--- config.mk ---
export PLATFORM = sky130hd
export DESIGN_NAME = pot_scanline_comparator_io_top
export DESIGN_NICKNAME = d
export VERILOG_FILES = /design/src/rtl/psc_pkg.sv /design/src/rtl/psc_core.sv /design/src/rtl/pot_scanline_comparator_io_top.sv
export SDC_FILE = /design/constraint.sdc
export NUM_CORES = 1
export LEC_CHECK = 0
export BUFFER_PORTS_ARGS = -buffer_cell sky130_fd_sc_hd__buf_2
export CORE_UTILIZATION = 50
export DETAILED_ROUTE_END_ITERATION = 8
export HOLD_SLACK_MARGIN = 0.15
export PLACE_DENSITY = 0.71
export SLEW_MARGIN = 10
export SYNTH_ARGS = -nofsm -noshare
export SYNTH_HDL_FRONTEND = slang
export SYNTH_SLANG_ARGS = --single-unit
--- constraint.sdc ---
create_clock -name clk -period 5.7 [get_ports clk]
set_input_delay 1.14 -clock clk [delete_from_list [all_inputs] [get_ports clk]]
set_output_delay 1.14 -clock clk [all_outputs]
set_load 0.02 [all_outputs]
--- src/rtl/psc_pkg.sv ---
// Package of the pot scanline comparator: constants, codes and shared types.
package psc_pkg;

	localparam int LINES_PER_FRAME = 262;
	localparam int IRQ_LINE_STEP   = 64;
	localparam int POT_LINE_LIMIT  = 256;
	localparam int NUM_POTS        = 6;
	localparam int LINE_W          = 9;
	localparam int POT_W           = 8;
	localparam int BYTE_W          = 8;
	localparam logic [BYTE_W-1:0] INV_MASK  = 8'h3f;
	localparam logic [BYTE_W-1:0] TIMER_BIT = 8'h02;

	localparam int IN_TDATA_W  = 72;
	localparam int OUT_TDATA_W = 24;

	localparam int CFG_IDX_W = 2;
	localparam logic [CFG_IDX_W-1:0] CFG_ROUNDS     = 2'd0;
	localparam logic [CFG_IDX_W-1:0] CFG_COINAGE    = 2'd1;
	localparam logic [CFG_IDX_W-1:0] CFG_ROUND_TIME = 2'd2;

	typedef enum logic [2:0] {
		OP_TICK      = 3'd0,
		OP_SW_READ   = 3'd1,
		OP_MISC_READ = 3'd2,
		OP_LATCH_WR  = 3'd3,
		OP_IRQ_CLR   = 3'd4
	} psc_op_t;

	typedef enum logic [1:0] {
		MISC_FIRED   = 2'd0,
		MISC_LINE    = 2'd1,
		MISC_ROUNDS  = 2'd2,
		MISC_COINAGE = 2'd3
	} psc_misc_t;

	typedef struct packed {
		logic [1:0]        rounds;
		logic [1:0]        coinage;
		logic [BYTE_W-1:0] round_time;
	} psc_cfg_t;

	typedef struct packed {
		logic [LINE_W-1:0]                 line;
		logic [NUM_POTS-1:0][POT_W-1:0]    pot;
		logic [NUM_POTS-1:0]               fired;
		logic [NUM_POTS-1:0]               latch;
		logic                              irq;
		logic                              nmi;
	} psc_state_t;

	typedef struct packed {
		logic [2:0]                     op;
		logic [2:0]                     offset;
		logic [BYTE_W-1:0]              write_data;
		logic [BYTE_W-1:0]              switches;
		logic [NUM_POTS-1:0][POT_W-1:0] pots;
	} psc_item_t;

	typedef struct packed {
		logic [BYTE_W-1:0] read_data;
		logic              irq_level;
		logic              nmi_level;
		logic [LINE_W-1:0] line_now;
	} psc_result_t;

endpackage

--- src/rtl/psc_core.sv ---
// Next-state and result logic for one beat of the pot scanline comparator.
module psc_core
	import psc_pkg::*;
(
	input  psc_state_t  cur,
	input  psc_item_t   item,
	input  psc_cfg_t    cfg,
	output psc_state_t  nxt,
	output psc_result_t res
);

	logic [LINE_W-1:0] line_inc;
	logic [BYTE_W-1:0] sw_eff;
	logic [BYTE_W-1:0] misc_val;

	assign line_inc = cur.line + LINE_W'(1);

	always_comb begin
		sw_eff = item.switches;
		if ({1'b0, cfg.round_time} < cur.line) begin
			sw_eff = item.switches | TIMER_BIT;
		end
	end

	always_comb begin
		unique case (psc_misc_t'(item.offset[1:0]))
			MISC_FIRED:   misc_val = {2'b00, cur.fired & cur.latch};
			MISC_LINE:    misc_val = cur.line[BYTE_W-1:0];
			MISC_ROUNDS:  misc_val = {6'b0, cfg.rounds};
			MISC_COINAGE: misc_val = {6'b0, cfg.coinage};
		endcase
	end

	always_comb begin
		nxt = cur;
		res.read_data = '0;
		unique case (psc_op_t'(item.op))
			OP_TICK: begin
				if (line_inc >= LINE_W'(LINES_PER_FRAME)) begin
					nxt.line = '0;
				end else begin
					nxt.line = line_inc;
				end
				if ((nxt.line % LINE_W'(IRQ_LINE_STEP)) == '0) begin
					nxt.irq = 1'b1;
				end
				if (nxt.line == '0) begin
					nxt.pot   = item.pots;
					nxt.fired = '0;
				end else if (nxt.line < LINE_W'(POT_LINE_LIMIT)) begin
					for (int i = 0; i < NUM_POTS; i++) begin
						if ({1'b0, cur.pot[i]} == nxt.line) begin
							nxt.fired[i] = 1'b1;
							if (cur.latch[i]) begin
								nxt.nmi = 1'b1;
							end
						end
					end
				end
			end
			OP_SW_READ: begin
				res.read_data = {sw_eff[item.offset], 7'b0};
			end
			OP_MISC_READ: begin
				res.read_data = misc_val ^ INV_MASK;
			end
			OP_LATCH_WR: begin
				nxt.latch = item.write_data[NUM_POTS-1:0];
				nxt.nmi   = 1'b0;
			end
			OP_IRQ_CLR: begin
				nxt.irq = 1'b0;
			end
			default: begin
			end
		endcase
		res.irq_level = nxt.irq;
		res.nmi_level = nxt.nmi;
		res.line_now  = nxt.line;
	end

endmodule

--- src/rtl/pot_scanline_comparator_io_top.sv ---
// Top level of the pot scanline comparator: handshake, state and config registers.
//
// Input stream (s_*): one beat per tick or bus access. tdata carries op, offset,
// write_data, switches and the six pot readings. Output stream (m_*): exactly one
// beat per input beat, carrying read_data, irq_level, nmi_level and line_now.
// Config port (cfg_*): rounds, coinage and round-time registers, written when
// cfg_we is high; index 3 is ignored.
//
// Output is registered: a beat accepted at one edge shows on m_* the cycle after.
// Throughput is one beat per cycle; all state updates happen at the accepting
// edge in a single pass of compare and mux logic, and the result sits in one
// output register. s_tready is high while that register is empty or is being
// taken, so the block keeps accepting while a result is drained. When the
// receiver stalls, the result is held and s_tready stays low until it is taken.
//
// Reset clears the interrupt flags, latch, fired bits and pots, sets the line
// counter to the last line of the frame (first tick enters line 0) and loads
// the register defaults (rounds 1, coinage 1, round time 92).
module pot_scanline_comparator_io_top
	import psc_pkg::*;
(
	input  logic                   clk,
	input  logic                   arst_n,
	input  logic                   s_tvalid,
	output logic                   s_tready,
	// op[2:0], offset[5:3], write_data[13:6], switches[21:14], pot_h1[29:22],
	// pot_v1[37:30], pot_r1[45:38], pot_h2[53:46], pot_v2[61:54], pot_r2[69:62]
	input  logic [IN_TDATA_W-1:0]  s_tdata,
	output logic                   m_tvalid,
	input  logic                   m_tready,
	// read_data[7:0], irq_level[8], nmi_level[9], line_now[18:10]
	output logic [OUT_TDATA_W-1:0] m_tdata,
	input  logic                   cfg_we,
	input  logic [CFG_IDX_W-1:0]   cfg_index,
	input  logic [BYTE_W-1:0]      cfg_wdata
);

	psc_state_t  state_q;
	psc_state_t  state_nxt;
	psc_cfg_t    cfg_q;
	psc_item_t   item;
	psc_result_t res;
	psc_result_t res_q;
	logic        m_tvalid_q;
	logic        s_fire;

	always_comb begin
		item.op         = s_tdata[2:0];
		item.offset     = s_tdata[5:3];
		item.write_data = s_tdata[13:6];
		item.switches   = s_tdata[21:14];
		for (int i = 0; i < NUM_POTS; i++) begin
			item.pots[i] = s_tdata[22 + i*POT_W +: POT_W];
		end
	end

	assign s_tready = !m_tvalid_q || m_tready;
	assign s_fire   = s_tvalid && s_tready;

	psc_core u_core (
		.cur  (state_q),
		.item (item),
		.cfg  (cfg_q),
		.nxt  (state_nxt),
		.res  (res)
	);

	always_ff @(posedge clk or negedge arst_n) begin
		if (!arst_n) begin
			state_q.line  <= LINE_W'(LINES_PER_FRAME - 1);
			state_q.pot   <= '0;
			state_q.fired <= '0;
			state_q.latch <= '0;
			state_q.irq   <= 1'b0;
			state_q.nmi   <= 1'b0;
		end else if (s_fire) begin
			state_q <= state_nxt;
		end
	end

	always_ff @(posedge clk or negedge arst_n) begin
		if (!arst_n) begin
			cfg_q.rounds     <= 2'd1;
			cfg_q.coinage    <= 2'd1;
			cfg_q.round_time <= 8'd92;
		end else if (cfg_we) begin
			if (cfg_index == CFG_ROUNDS) begin
				cfg_q.rounds <= cfg_wdata[1:0];
			end else if (cfg_index == CFG_COINAGE) begin
				cfg_q.coinage <= cfg_wdata[1:0];
			end else if (cfg_index == CFG_ROUND_TIME) begin
				cfg_q.round_time <= cfg_wdata;
			end
		end
	end

	always_ff @(posedge clk or negedge arst_n) begin
		if (!arst_n) begin
			m_tvalid_q <= 1'b0;
		end else if (s_tready) begin
			m_tvalid_q <= s_tvalid;
		end
	end

	always_ff @(posedge clk) begin
		if (s_fire) begin
			res_q <= res;
		end
	end

	assign m_tvalid = m_tvalid_q;
	assign m_tdata  = {5'b0, res_q.line_now, res_q.nmi_level, res_q.irq_level,
		res_q.read_data};

`ifndef NO_ASSERTIONS
	a_line_range: assert property (@(posedge clk) disable iff (!arst_n)
		state_q.line < LINE_W'(LINES_PER_FRAME))
		else $error("line counter out of frame");

	a_irq_clear: assert property (@(posedge clk) disable iff (!arst_n)
		s_fire && item.op == OP_IRQ_CLR |=> !m_tdata[8] && !state_q.irq)
		else $error("irq not cleared");

	a_latch_wr: assert property (@(posedge clk) disable iff (!arst_n)
		s_fire && item.op == OP_LATCH_WR |=> !m_tdata[9] && !state_q.nmi)
		else $error("nmi not cleared by latch write");

	a_fired_tick_only: assert property (@(posedge clk) disable iff (!arst_n)
		!(s_fire && item.op == OP_TICK) |=> $stable(state_q.fired))
		else $error("fired bits changed without tick");

	a_nmi_needs_latch: assert property (@(posedge clk) disable iff (!arst_n)
		state_q.nmi |-> state_q.latch != '0)
		else $error("nmi set with empty latch");
`endif

endmodule
==> results_dict.tcl <==
set metrics [dict create \
    status "finished clean" \
    worst_setup_path_start_kind "register" \
    drt_iter0_markers 275 \
    synth_area_um2 6190 \
    cts_root_buf "clkbuf_16" \
    synth_edf_count 19 \
    clock_latency_ps 350 \
    crit_fanout 31 \
    fin_worst_hold_slack_ps 495 \
    io_pins 113 \
    nNetsFinal 747 \
    drtAntennaViolNets 0 \
    drive_above_1_share_pct 33.7 \
    switchingPower_uw 857 \
    die_h_um 113 \
    dpl_cell_area_um2 6700 \
    synth_top_area_share_pct 30.3 \
    fillers 1042 \
    rsz0062_at_grt "no" \
    ctsHoldBuffers 0 \
    final-setup-viol-count 0 \
    overflow 0 \
    post_cts_resized 0 \
    p_leak_uw 0.00306 \
    tightest_slew_ps 1140 \
    path_cells "ha_1 -> nand4_1 -> or3_1 -> nand3_2 -> a41oi_2 -> nor3b_1 -> and3_1 -> and2_2 -> buf_12 -> mux2_1" \
    viasPerCell 5.85 \
    final_area_um2 7000 \
    tritoncts "yes" \
    post-place-ws_ps 860 \
    synth.top_cells.by_area "dfrtp_1 30%, mux2_4 9.7%, edfxtp_1 9.2%" \
    power_uw 2430 \
    seqPwrFrac_pct 42.6 \
    clkPwrFrac_pct 25.3 \
    seqCellArea_um2 2680 \
    yosys_register_bits 103 \
    htreeDepth 3 \
    swShare_pct 35.3 \
    rows 40 \
    drv_cap 0 \
    antenna_found_initial 0 \
    grtUsageTotal_pct 25.0 \
    vias 4818 \
    wire_per_inst_um 18.7 \
    clkSlewWorstSetupHoldPaths_ps 70 \
    cp_slowest_cell "dfstp_2" \
    fp.coreArea_um2 12100 \
    worst-endpoint-arrival_ps 5140 \
    syn_inst 572 \
    dieArea_um2 12800 \
    fin_tns_setup_ps 0 \
    numCtsBuffers 9 \
    grt_max_degree 85 \
    final_hold_viol_count 0 \
    cts.path.max_buffers 2 \
    ir_worst_vdd_mv 0.176 \
    layout_setup_ws_ps 794 \
    cp.required_ps 5930 \
    num_antenna_cells 0 \
    yosysUniqueCellTypes 76 \
    path_delay_family "simple AND/OR/NAND/NOR gates" \
    numPortBuffers 103 \
    skew_ps 6.07 \
    p_int_uw 1570 \
    timing_worst_setup_path_type "reg2reg" \
    rrSetupSlack_ps 790 \
    multi_input_area_um2 3190 \
    gp_congestion 0.899 \
    async_flop_share_pct 81.6 \
    grt_pass1_vias 4727 \
    synth_area_leader_cell "dfrtp_1" \
    timing.fmax_mhz 204 \
    powerDensity_nw_per_um2 347 \
    yosys_warnings 0 \
    dr.pass1.iters 5 \
    grt_pass1_wl_um 24600 \
    postSynthAreaPerCell_um2 10.8 \
    crit_path_end_kind "register" \
    cp_num_buf_inv 1 \
    synth_top_flop_cell "dfrtp_1" \
    report.final.slew_viol_count 0 \
    hpwl_um 11100 \
    clock_sinks 103 \
    crit_path_max_incr_delay_ps 950 \
    period_share_pct 86.1 \
    wl_um 15400 \
    p_comb_share_pct 32.1 \
    min_path_type "reg2reg" \
    area_delta_synth_final_pct 13.1 \
    start_util_pct 51.3 \
    post-cts-setup-buffers 0 \
    maxSlewHeadroom_pct 23.4 \
    ys_seq_area_share_pct 43.4 \
    drc 0 \
    period_needed_ps 4910 \
    die_width_um 113 \
]
-- sequential cells by signal, summed over array words and instances, names as in the netlist --
| name | count |
|---|---|
| state_q | 71 |
| m_tdata | 19 |
| cfg_q | 12 |
| m_tvalid | 1 |
-- routing by layer --
metal	vias to the layer above	global-route usage (%)	wire length, µm
met5	-	0	0
met4	0	13.1	569
met3	41	4.39	919
met2	183	39.8	7280
met1	2340	32.7	6620
li1	2254	-	-
-- power by group through the flow --
stage	clock network (µW)	logic [µW]	registers [µW]
after CTS	630	774	1030
after global placement	0	739	1040
final	615	779	1040
after global routing	652	854	1050
after detailed placement	0	769	1040
after floorplan	0	628	969
-- layout by cell type, fill, tap and decap left out, drive strengths merged, types with 4 or more instances in the layout --
cell type / synthesis / final
o22ai: 7 / 7
o21ai: 33 / 33
a2111oi: 10 / 10
mux2: 69 / 69
a31oi: 8 / 8
dfstp: 9 / 9
or3: 11 / 11
a21o: 7 / 7
and3: 5 / 5
o31ai: 5 / 5
and2: 6 / 6
conb: 1 / 5
edfxtp: 19 / 19
nand3b: 4 / 4
nand2b: 7 / 7
nor3: 11 / 11
o22a: 4 / 4
or2: 7 / 7
o32ai: 4 / 4
a21oi: 21 / 21
nor2: 47 / 47
xnor2: 10 / 10
dfrtp: 75 / 75
xor2: 11 / 11
nand2: 45 / 45
nor2b: 5 / 5
nand3: 9 / 9
inv: 16 / 17
ha: 9 / 9
nand4: 6 / 6
clkbuf: 13 / 13
buf: 30 / 107
-- through the flow --
| step | cells | utilization (%) |
|---|---|---|
| after floorplan | 576 | - |
| after global placement | 808 | 55.6 |
| after detailed placement | 808 | 55.6 |
| after CTS | 824 | 58.0 |
| after global routing | 824 | 58.0 |
| final | 824 | 58.0 |
-- worst paths after layout --
path / startpoint / to / cells past startpoint
worst max-delay path: state_q[62] / state_q[29] / 10
worst min-delay path: state_q[0] / state_q[0] / 2
worst max register to register: state_q[62] / state_q[29] / 10
worst min register to register: state_q[0] / state_q[0] / 2
max in group asynchronous: arst_n / state_q[13] / 1
min in group asynchronous: arst_n / cfg_q[7] / 1
-- worst reg2reg max path, cell delays in order (launching register included) --
cell     delay [ps]
dfstp_2         950
ha_1            710
nand4_1         320
or3_1           450
nand3_2         220
a41oi_2         140
nor3b_1         360
and3_1          330
and2_2          600
buf_12          340
mux2_1          370
-- synthesized netlist by cell type, drive strengths merged, types with 4 or more instances --
library cell / instances
or3: 11
o22a: 4
nand3: 9
nand2b: 7
xnor2: 10
edfxtp: 19
nor3: 11
dfrtp: 75
buf: 30
nand2: 45
mux2: 69
nand4: 6
a21o: 7
or2: 7
a31oi: 8
o31ai: 5
and2: 6
a21oi: 21
o22ai: 7
o32ai: 4
a2111oi: 10
dfstp: 9
nor2: 47
xor2: 11
clkbuf: 13
o21ai: 33
ha: 9
inv: 16
and3: 5
nor2b: 5
nand3b: 4
-- cell families (layout without fill, tap and decap cells) --
| family | Yosys count | in the layout | synth area share (%) |
|---|---|---|---|
| multiplexers | 74 | 74 | 16.6 |
| other | 1 | 5 | 0.0606 |
| adder cells (fa/ha/maj) | 9 | 9 | 1.82 |
| flip-flops | 103 | 103 | 43.4 |
| AO/OA/AOI/OAI | 137 | 137 | 16.1 |
| XOR/XNOR | 21 | 21 | 2.97 |
| AND/OR/NAND/NOR | 168 | 168 | 13.7 |
| buffers and inverters | 59 | 139 | 5.38 |
-- final cells by class --
class | instances | area share [%]
Timing Repair Buffer | 107 | 8.01
Clock inverter | 3 | 0.340
Clock buffer | 13 | 3.88
Sequential cell | 103 | 38.3
Tap cell | 168 | 3.00
Multi-Input combinational cell | 414 | 45.6
Inverter | 16 | 0.858
Note: power is estimated with default switching activity, not from simulation.
